<file path="config.mk">
export PLATFORM = sky130hd
export DESIGN_NAME = bouncing_ball_step
export DESIGN_NICKNAME = d
export VERILOG_FILES = /design/src/bb_pkg.sv /design/src/bb_smul.sv /design/src/bouncing_ball_step.sv
export SDC_FILE = /design/constraint.sdc
export NUM_CORES = 1
export LEC_CHECK = 0
export ABC_AREA = 0
export ABC_CLOCK_PERIOD_IN_PS = 6980
export BUFFER_PORTS_ARGS = -buffer_cell sky130_fd_sc_hd__buf_2
export CORE_MARGIN = 3
export CORE_UTILIZATION = 63
export DETAILED_ROUTE_END_ITERATION = 8
export GPL_TIMING_DRIVEN = 0
export PLACE_DENSITY = 0.82
export SYNTH_ARGS = -nofsm -noshare
export SYNTH_HDL_FRONTEND = slang
export SYNTH_SLANG_ARGS = --single-unit
</file>
<file path="constraint.sdc">
create_clock -name i_clk -period 6.98 [get_ports i_clk]
set_clock_uncertainty 0.15 [all_clocks]
set_input_delay 1.047 -clock i_clk [delete_from_list [all_inputs] [get_ports i_clk]]
set_output_delay 1.047 -clock i_clk [all_outputs]
set_load 0.02 [all_outputs]
</file>
<file path="src/bb_pkg.sv">
// ----------------------------------------------------------------------------
// Bouncing ball step package
// Widths, register indexes, constants, item types and saturation shared by
// the ball step sequencer and its serial multiplier.
// ----------------------------------------------------------------------------
package bb_pkg;

    localparam int VALUE_BITS = 24;
    localparam int TIME_BITS  = 16;

    localparam int CFG_W     = 24;
    localparam int CFG_IDX_W = 3;
    localparam int RAD_W     = 18;
    localparam int AREA_W    = 23;
    localparam int GRAV_W    = 20;
    localparam int Q_BITS    = 16;

    localparam int MUL_B_W   = (TIME_BITS > Q_BITS) ? TIME_BITS : Q_BITS;
    localparam int MUL_A_W   = (VALUE_BITS + 1 > GRAV_W + 1) ? VALUE_BITS + 1 : GRAV_W + 1;
    localparam int PROD_W    = MUL_A_W + MUL_B_W;
    localparam int WIDE_W    = PROD_W + 1;
    localparam int MUL_CNT_W = $clog2(MUL_B_W + 1);

    localparam logic [CFG_IDX_W-1:0] REG_START_X = 3'd0;
    localparam logic [CFG_IDX_W-1:0] REG_START_Y = 3'd1;
    localparam logic [CFG_IDX_W-1:0] REG_RADIUS  = 3'd2;
    localparam logic [CFG_IDX_W-1:0] REG_WIDTH   = 3'd3;
    localparam logic [CFG_IDX_W-1:0] REG_HEIGHT  = 3'd4;
    localparam logic [CFG_IDX_W-1:0] REG_GRAVITY = 3'd5;

    localparam logic [RAD_W-1:0]  RADIUS_RST  = RAD_W'(2560);
    localparam logic [AREA_W-1:0] WIDTH_RST   = AREA_W'(204800);
    localparam logic [AREA_W-1:0] HEIGHT_RST  = AREA_W'(115200);
    localparam logic [GRAV_W-1:0] GRAVITY_RST = GRAV_W'(250880);

    localparam logic [MUL_B_W-1:0] DAMP_Q16     = MUL_B_W'(52429);
    localparam logic [MUL_B_W-1:0] FRICTION_Q16 = MUL_B_W'(64225);

    typedef logic signed [VALUE_BITS-1:0] t_val;
    typedef logic signed [WIDE_W-1:0]     t_wide;
    typedef logic signed [PROD_W-1:0]     t_prod;
    typedef logic signed [MUL_A_W-1:0]    t_mula;
    typedef logic signed [CFG_W-1:0]      t_start;

    localparam t_val VMAX_V      = {1'b0, {(VALUE_BITS-1){1'b1}}};
    localparam t_val VMIN_V      = {1'b1, {(VALUE_BITS-1){1'b0}}};
    localparam t_val START_VX    = VALUE_BITS'(25600);
    localparam t_val STOP_LIMIT  = VALUE_BITS'(-2560);

    typedef struct packed {
        logic                 restart;
        logic [TIME_BITS-1:0] delta_time;
    } t_in_item;

    typedef struct packed {
        t_val pos_x;
        t_val pos_y;
        t_val vel_x;
        t_val vel_y;
    } t_out_item;

    typedef struct packed {
        logic               start;
        t_mula              a;
        logic [MUL_B_W-1:0] b;
    } t_mul_req;

    typedef struct packed {
        logic  done;
        t_prod prod;
    } t_mul_rsp;

    function automatic t_val sat_val(input t_wide v);
        t_wide hi;
        t_wide lo;
        hi = t_wide'(VMAX_V);
        lo = t_wide'(VMIN_V);
        if (v > hi) begin
            return VMAX_V;
        end else if (v < lo) begin
            return VMIN_V;
        end
        return v[VALUE_BITS-1:0];
    endfunction

endpackage

</file>
<file path="src/bb_smul.sv">
// ----------------------------------------------------------------------------
// Bouncing ball serial multiplier
// Shift-and-add multiplier, one multiplier bit per cycle, signed multiplicand
// by unsigned multiplier, full-width product with a one-cycle done pulse.
// ----------------------------------------------------------------------------
module bb_smul (
    input  logic             i_clk,
    input  logic             i_rst_n,
    input  bb_pkg::t_mul_req i_req,
    output bb_pkg::t_mul_rsp o_rsp
);
    import bb_pkg::*;

    t_prod                r_a;
    logic [MUL_B_W-1:0]   r_b;
    t_prod                r_acc;
    logic [MUL_CNT_W-1:0] r_cnt;
    logic                 r_busy;
    logic                 r_done;

    always_ff @(posedge i_clk) begin
        if (!i_rst_n) begin
            r_busy <= 1'b0;
            r_done <= 1'b0;
            r_cnt  <= '0;
        end else begin
            r_done <= 1'b0;
            if (i_req.start) begin
                r_a    <= t_prod'(i_req.a);
                r_b    <= i_req.b;
                r_acc  <= '0;
                r_cnt  <= MUL_CNT_W'(MUL_B_W);
                r_busy <= 1'b1;
            end else if (r_busy) begin
                if (r_b[0]) begin
                    r_acc <= r_acc + r_a;
                end
                r_a   <= r_a <<< 1;
                r_b   <= r_b >> 1;
                r_cnt <= r_cnt - MUL_CNT_W'(1);
                if (r_cnt == MUL_CNT_W'(1)) begin
                    r_busy <= 1'b0;
                    r_done <= 1'b1;
                end
            end
        end
    end

    assign o_rsp.done = r_done;
    assign o_rsp.prod = r_acc;

endmodule

</file>
<file path="src/bouncing_ball_step.sv">
// ----------------------------------------------------------------------------
// Bouncing ball step
// Holds one ball's position and velocity and advances them one Euler step
// per item, with damped bounces on the four walls.
// ----------------------------------------------------------------------------
// Order: a restart item goes straight to the output step; a step item runs
//   gravity, both moves and the wall checks, with 3 to 8 multiplies.
// Throughput: one item at a time, set by the bit-serial multiplier that all
//   products share; the next item is taken while the result waits.
// Reset: synchronous, active low; ball at (0,0), velocity (25600,0),
//   registers to their defaults.
module bouncing_ball_step (
    input  logic                        i_clk,
    input  logic                        i_rst_n,
    input  logic                        i_in_valid,
    output logic                        o_in_stall,
    input  bb_pkg::t_in_item            i_in_data,
    output logic                        o_out_valid,
    input  logic                        i_out_stall,
    output bb_pkg::t_out_item           o_out_data,
    input  logic                        i_cfg_we,
    input  logic [bb_pkg::CFG_IDX_W-1:0] i_cfg_idx,
    input  logic [bb_pkg::CFG_W-1:0]    i_cfg_data
);
    import bb_pkg::*;

    localparam logic [3:0] S_IDLE      = 4'd0;
    localparam logic [3:0] S_GRAV      = 4'd1;
    localparam logic [3:0] S_MOVX      = 4'd2;
    localparam logic [3:0] S_MOVY      = 4'd3;
    localparam logic [3:0] S_LEFT      = 4'd4;
    localparam logic [3:0] S_LEFT_M    = 4'd5;
    localparam logic [3:0] S_RIGHT     = 4'd6;
    localparam logic [3:0] S_RIGHT_M   = 4'd7;
    localparam logic [3:0] S_GROUND    = 4'd8;
    localparam logic [3:0] S_GROUND_MY = 4'd9;
    localparam logic [3:0] S_GROUND_MX = 4'd10;
    localparam logic [3:0] S_CEIL      = 4'd11;
    localparam logic [3:0] S_CEIL_M    = 4'd12;
    localparam logic [3:0] S_OUT       = 4'd13;

    logic [3:0]           r_state;
    logic                 r_mwait;
    logic                 r_out_valid;
    t_out_item            r_out;
    t_val                 r_px;
    t_val                 r_py;
    t_val                 r_vx;
    t_val                 r_vy;
    logic [TIME_BITS-1:0] r_dt;

    t_start               r_start_x;
    t_start               r_start_y;
    logic [RAD_W-1:0]     r_radius;
    logic [AREA_W-1:0]    r_width;
    logic [AREA_W-1:0]    r_height;
    logic [GRAV_W-1:0]    r_grav;

    t_mul_req mul_req;
    t_mul_rsp mul_rsp;
    logic     mul_state;

    t_wide px_w, py_w, rad_w, width_w, height_w, prod_t_w, prod_q_w;
    logic  left_hit, right_hit, ground_hit, ceil_hit;

    bb_smul u_smul (
        .i_clk   (i_clk),
        .i_rst_n (i_rst_n),
        .i_req   (mul_req),
        .o_rsp   (mul_rsp)
    );

    assign px_w     = t_wide'(r_px);
    assign py_w     = t_wide'(r_py);
    assign rad_w    = t_wide'($signed({1'b0, r_radius}));
    assign width_w  = t_wide'($signed({1'b0, r_width}));
    assign height_w = t_wide'($signed({1'b0, r_height}));
    assign prod_t_w = t_wide'(mul_rsp.prod >>> TIME_BITS);
    assign prod_q_w = t_wide'(mul_rsp.prod >>> Q_BITS);

    assign left_hit   = (px_w - rad_w) < t_wide'(0);
    assign right_hit  = (px_w + rad_w) > width_w;
    assign ground_hit = (py_w + rad_w) > height_w;
    assign ceil_hit   = (py_w - rad_w) < t_wide'(0);

    always_comb begin
        mul_state = 1'b1;
        mul_req.a = t_mula'(r_vx);
        mul_req.b = MUL_B_W'(r_dt);
        case (r_state)
            S_GRAV: begin
                mul_req.a = t_mula'($signed({1'b0, r_grav}));
            end
            S_MOVX: begin
                mul_req.a = t_mula'(r_vx);
            end
            S_MOVY: begin
                mul_req.a = t_mula'(r_vy);
            end
            S_LEFT_M, S_RIGHT_M: begin
                mul_req.a = -t_mula'(r_vx);
                mul_req.b = DAMP_Q16;
            end
            S_GROUND_MY, S_CEIL_M: begin
                mul_req.a = -t_mula'(r_vy);
                mul_req.b = DAMP_Q16;
            end
            S_GROUND_MX: begin
                mul_req.a = t_mula'(r_vx);
                mul_req.b = FRICTION_Q16;
            end
            default: begin
                mul_state = 1'b0;
            end
        endcase
        mul_req.start = mul_state && !r_mwait;
    end

    always_ff @(posedge i_clk) begin
        if (!i_rst_n) begin
            r_state     <= S_IDLE;
            r_mwait     <= 1'b0;
            r_out_valid <= 1'b0;
            r_px        <= '0;
            r_py        <= '0;
            r_vx        <= START_VX;
            r_vy        <= '0;
            r_start_x   <= '0;
            r_start_y   <= '0;
            r_radius    <= RADIUS_RST;
            r_width     <= WIDTH_RST;
            r_height    <= HEIGHT_RST;
            r_grav      <= GRAVITY_RST;
        end else begin
            if (i_cfg_we) begin
                case (i_cfg_idx)
                    REG_START_X: r_start_x <= i_cfg_data;
                    REG_START_Y: r_start_y <= i_cfg_data;
                    REG_RADIUS:  r_radius  <= i_cfg_data[RAD_W-1:0];
                    REG_WIDTH:   r_width   <= i_cfg_data[AREA_W-1:0];
                    REG_HEIGHT:  r_height  <= i_cfg_data[AREA_W-1:0];
                    REG_GRAVITY: r_grav    <= i_cfg_data[GRAV_W-1:0];
                    default: ;
                endcase
            end

            if (r_state == S_OUT && (!r_out_valid || !i_out_stall)) begin
                r_out_valid <= 1'b1;
            end else if (r_out_valid && !i_out_stall) begin
                r_out_valid <= 1'b0;
            end

            case (r_state)
                S_IDLE: begin
                    if (i_in_valid) begin
                        if (i_in_data.restart) begin
                            r_px    <= sat_val(t_wide'(r_start_x));
                            r_py    <= sat_val(t_wide'(r_start_y));
                            r_vx    <= START_VX;
                            r_vy    <= '0;
                            r_state <= S_OUT;
                        end else begin
                            r_dt    <= i_in_data.delta_time;
                            r_state <= S_GRAV;
                        end
                    end
                end
                S_GRAV: begin
                    if (mul_rsp.done) begin
                        r_vy    <= sat_val(t_wide'(r_vy) + prod_t_w);
                        r_state <= S_MOVX;
                    end
                end
                S_MOVX: begin
                    if (mul_rsp.done) begin
                        r_px    <= sat_val(px_w + prod_t_w);
                        r_state <= S_MOVY;
                    end
                end
                S_MOVY: begin
                    if (mul_rsp.done) begin
                        r_py    <= sat_val(py_w + prod_t_w);
                        r_state <= S_LEFT;
                    end
                end
                S_LEFT: begin
                    if (left_hit) begin
                        r_px    <= sat_val(rad_w);
                        r_state <= S_LEFT_M;
                    end else begin
                        r_state <= S_RIGHT;
                    end
                end
                S_LEFT_M: begin
                    if (mul_rsp.done) begin
                        r_vx    <= sat_val(prod_q_w);
                        r_state <= S_RIGHT;
                    end
                end
                S_RIGHT: begin
                    if (right_hit) begin
                        r_px    <= sat_val(width_w - rad_w);
                        r_state <= S_RIGHT_M;
                    end else begin
                        r_state <= S_GROUND;
                    end
                end
                S_RIGHT_M: begin
                    if (mul_rsp.done) begin
                        r_vx    <= sat_val(prod_q_w);
                        r_state <= S_GROUND;
                    end
                end
                S_GROUND: begin
                    if (ground_hit) begin
                        r_py    <= sat_val(height_w - rad_w);
                        r_state <= S_GROUND_MY;
                    end else begin
                        r_state <= S_CEIL;
                    end
                end
                S_GROUND_MY: begin
                    if (mul_rsp.done) begin
                        r_vy    <= sat_val(prod_q_w);
                        r_state <= S_GROUND_MX;
                    end
                end
                S_GROUND_MX: begin
                    if (mul_rsp.done) begin
                        r_vx <= sat_val(prod_q_w);
                        // drop a slow upward bounce
                        if (r_vy > STOP_LIMIT && r_vy < t_val'(0)) begin
                            r_vy <= '0;
                        end
                        r_state <= S_CEIL;
                    end
                end
                S_CEIL: begin
                    if (ceil_hit) begin
                        r_py    <= sat_val(rad_w);
                        r_state <= S_CEIL_M;
                    end else begin
                        r_state <= S_OUT;
                    end
                end
                S_CEIL_M: begin
                    if (mul_rsp.done) begin
                        r_vy    <= sat_val(prod_q_w);
                        r_state <= S_OUT;
                    end
                end
                S_OUT: begin
                    if (!r_out_valid || !i_out_stall) begin
                        r_out.pos_x <= r_px;
                        r_out.pos_y <= r_py;
                        r_out.vel_x <= r_vx;
                        r_out.vel_y <= r_vy;
                        r_state     <= S_IDLE;
                    end
                end
                default: begin
                    r_state <= S_IDLE;
                end
            endcase

            if (mul_req.start) begin
                r_mwait <= 1'b1;
            end else if (mul_rsp.done) begin
                r_mwait <= 1'b0;
            end
        end
    end

    assign o_in_stall  = (r_state != S_IDLE);
    assign o_out_valid = r_out_valid;
    assign o_out_data  = r_out;

    a_done_issued: assert property (@(posedge i_clk) disable iff (!i_rst_n)
        mul_rsp.done |-> r_mwait)
        else $error("multiplier done without an issued product");

    a_start_single: assert property (@(posedge i_clk) disable iff (!i_rst_n)
        mul_req.start |=> !mul_req.start)
        else $error("multiplier started twice in a row");

    a_step_begins: assert property (@(posedge i_clk) disable iff (!i_rst_n)
        (r_state == S_IDLE && i_in_valid && !i_in_data.restart) |=> (r_state == S_GRAV))
        else $error("step item did not start with gravity");

    a_out_from_seq: assert property (@(posedge i_clk) disable iff (!i_rst_n)
        $rose(o_out_valid) |-> ($past(r_state) == S_OUT))
        else $error("result raised outside the output step");

endmodule

</file>
==> reports/summary.txt <==
Status: finished, violations left
Violated checks: DRC, capacitance limit
Sw Share: 46.7%
Total GRT Usage: 40.9%
Initial antenna violation count: 6
Detailed Routing Iterations Pass 1: 9
Post-synth EDFFs: 210
Vias post-DR: 29566
Total CTS buffers: 50
Residual DRC: 2
Syn Inst Count: 3538
CTS tree: built
Measured slew at the worst slew-check pin: 1.47 ns
Nets: 4074
Setup TNS: 0 ns
Peak supply drop: 0.376 mV
Clock Root Buffer: clkbuf_16
Lkg Pwr: 13.3 nW
Vias in the first global route: 27284
Final Max Slew Viols: 0
IO Count: 147
Synthesized area: 30300 sq um
Area of the multi-input gates: 18000 sq um
PortBufs: 146
Fill cell count: 3739
Clock Latency Late Sink: 0.62 ns
Worst R2R End: r_py[21]
Compound-Gate Fraction of Synth Area: 24.3%
Xor and xnor area share after synthesis: 5.37%
ANT nets after route: 0
Register area share after synthesis: 36.7%
Clock buffer depth: 3
Number of max-cap violations: 1
Hold WC Path Type: reg2reg
Yosys Warn Count: 0
Main combinational cell family by area after synthesis: compound AO/OA/AOI/OAI gates
CP Max Fanout: 10
Pin count of the biggest net entering global routing: 50
Post-synth cell types: 98
Core area: 47100 sq um
Post-DR wirelength/cell: 24.2 um
Final WL: 107 mm
Simple-gate share of the synthesized area: 16.7%
Power Density: 470 nW/um^2
Reg power frac: 28.9%
Worst Reg-to-Reg Cells: 23
P_int: 8.46 mW
Non-Filler Instances: 4400
Worst Path Arrival: 7.16 ns
Syn_nets: 3868
Asr flop ratio synth: 0%
Final setup viols: 0
Layout cells sized above 1: 7.98%
Worst Setup End Kind: flip-flop
Synth Flop Type: dfxtp_1
Hold EP: r_start_x[14]
# rows: 79
Placed Cells: 4295
Syn avg cell area: 8.57 sq um
Critical path class: reg2reg
Clk slew on worst S/H paths: 0.06 ns
Hold depth: 2
Die area: 50800 sq um
Final worst path period share: 97.7%
Die Ht: 225 um
H-tree levels: 2
Net Switching: 7.41 mW
Gpl congestion: 1.04
Clock sinks: 451
Worst R2R Start: r_radius[1]
R2r setup slk: 0.16 ns
Adder and majority cell fraction of the synthesized area: 12.6%
Part of the power in the clock network: 18.2%
Max transition margin: 1.13%
Vias/cell: 6.72
Final min period: 6.82 ns
DPL Wire Length: 78.7 mm
Die width: 225 um
Mux cell area share after synthesis: 0.235%
Yosys reg bits: 451
Most frequent cells in the layout: nand2_1 (477), a21oi_1 (357), nor2_1 (290)
Max frequency: 0.147 GHz
First-pass GRT wire length: 158 mm
Commonest non-fill, non-tap cell in the layout: nand2_1
Total power: 15.9 mW
Combinational power share: 52.9%
GR Overflow Total: 0
Worst Path Required: 7.32 ns
Kind of start point of the critical path: flip-flop
Drt first-iter violations: 4193
Final Hold Viols: 0
Unrepaired setup endpoints after global routing: no
HP Start: r_start_x[14]
Initial Utilization: 64.4%
Register area: 11100 sq um
Layout area overhead: 11.4%
==> cell type report <==
| class | instances | area share (%) |
|---|---|---|
| clock inverter | 26 | 0.782 |
| antenna | 7 | 0.0519 |
| inverter | 150 | 1.68 |
| timing repair buffer | 154 | 2.49 |
| sequential | 451 | 33.0 |
| buffer | 168 | 2.01 |
| multi-input combinational | 2769 | 53.3 |
| tap | 607 | 2.25 |
| clock buffer | 68 | 4.49 |
==> kinds of logic (layout without fill, tap and decap cells) <==
family	Yosys count	in the layout
fa+ha+maj	304	304
simple gates	1120	1120
other cells	0	7
xor+xnor	186	186
mux	7	7
flops	451	451
buf+inv	318	566
compound gates	1152	1152
==> critical path, cell delays in order, from the launching register on <==
cell and delay, ns:
dfxtp_1 0.61, clkinvlp_4 0.30, buf_4 0.20, fa_1 0.43, nor2_1 0.16, o311a_1 0.20
o221a_1 0.19, nor2_1 0.08, o31a_1 0.33, o21ai_1 0.25, nand2_1 0.15, nor2_1 0.16
xor2_1 0.09, ha_1 0.32, nand4_1 0.17, nor4_2 0.45, nand3_1 0.25, o21ai_1 0.18
o21ai_1 0.09, a311oi_1 1.16, a2111oi_4 0.23, buf_4 0.30, o211ai_1 0.13, o22ai_1 0.12
==> per-layer routing <==
| metal | GRT usage (%) | share of wire (%) | wire length, um |
|---|---|---|---|
| met5 | 0.474 | 0.25 | 265 |
| met4 | 22.8 | 6.9 | 7350 |
| met3 | 13.1 | 14 | 14800 |
| met2 | 60.1 | 41 | 43800 |
| met1 | 53.3 | 38 | 40300 |
==> cell usage after synthesis, drive strengths merged, types with 8 or more instances <==
master | number | area share [%]
a2111oi | 14 | 0.47
a211oi | 38 | 0.96
a21boi | 8 | 0.20
a21o | 89 | 2.2
a21oi | 358 | 5.9
a221oi | 24 | 0.69
a222oi | 18 | 0.59
a22oi | 40 | 0.99
a311oi | 11 | 0.32
a31oi | 75 | 1.6
and2 | 15 | 0.31
and3 | 20 | 0.43
buf | 29 | 0.51
clkbuf | 139 | 1.7
dfxtp | 241 | 16
edfxtp | 210 | 21
fa | 8 | 0.53
ha | 273 | 11
inv | 148 | 1.8
maj3 | 23 | 0.76
nand2 | 477 | 5.9
nand2b | 35 | 0.72
nand3 | 58 | 0.97
nand4 | 33 | 0.68
nor2 | 291 | 3.6
nor2b | 39 | 0.80
nor3 | 72 | 1.2
nor3b | 10 | 0.30
nor4 | 19 | 0.51
o211ai | 32 | 0.79
o21a | 33 | 0.82
o21ai | 243 | 4.1
o21bai | 23 | 0.57
o221ai | 11 | 0.32
o22ai | 28 | 0.58
o311ai | 9 | 0.28
o31a | 10 | 0.29
o31ai | 14 | 0.35
o41ai | 11 | 0.32
or2 | 10 | 0.21
or3 | 14 | 0.32
xnor2 | 117 | 3.4
xor2 | 69 | 2.0
==> power groups by stage <==
| stage | clock, mW | combinational (mW) | sequential [mW] |
|---|---|---|---|
| final | 2.89 | 8.40 | 4.59 |
| after global routing | 2.98 | 9.21 | 4.58 |
| after global placement | 0 | 7.86 | 4.57 |
| after floorplan | 0 | 6.18 | 4.05 |
| after detailed placement | 0 | 8.03 | 4.55 |
| after CTS | 2.87 | 8.13 | 4.51 |
==> repair_timing <==
action | 4_1_cts | 5_1_grt
hold buffers | 0 | 0
gates resized for setup | 0 | 7
setup buffers | 0 | 4
endpoints found under the setup margin | 0 | 37
==> metrics by stage <==
stage / cell area (sq um) / hold slack, ns / utilization [%] / setup WS [ns]
6_report: 33800 / 0.305 / 71.8 / 0.163
3_5_place_dp: 31900 / 0.291 / 67.8 / 0.138
3_3_place_gp: 31800 / 0.292 / 67.6 / 0.389
4_1_cts: 33700 / 0.305 / 71.6 / 0.111
2_1_floorplan: 30300 / 0.281 / - / 1.73
5_1_grt: 33800 / 0.318 / 71.7 / 0.0363
==> worst max-delay path by stage <==
stage | from | end | slack [ns] | depth (start not counted)
floorplan | r_radius[0] | r_px[22] | 1.73 | 22
global placement | r_radius[1] | r_px[21] | 0.39 | 21
detailed placement | r_radius[1] | r_px[22] | 0.14 | 21
CTS | r_radius[1] | r_px[22] | 0.11 | 21
global route | r_radius[0] | r_px[22] | 0.04 | 22
finish | r_radius[1] | r_py[21] | 0.16 | 23
==> flip-flops by register name, summed over array words and instances (netlist names), 24 cells and up <==
register and cells:
o_out_data 96, r_px 24, r_py 24, r_start_x 24
r_start_y 24, r_vx 24, r_vy 24, u_smul.r_a 41
u_smul.r_acc 41
Power figures use the tool's default switching activity.
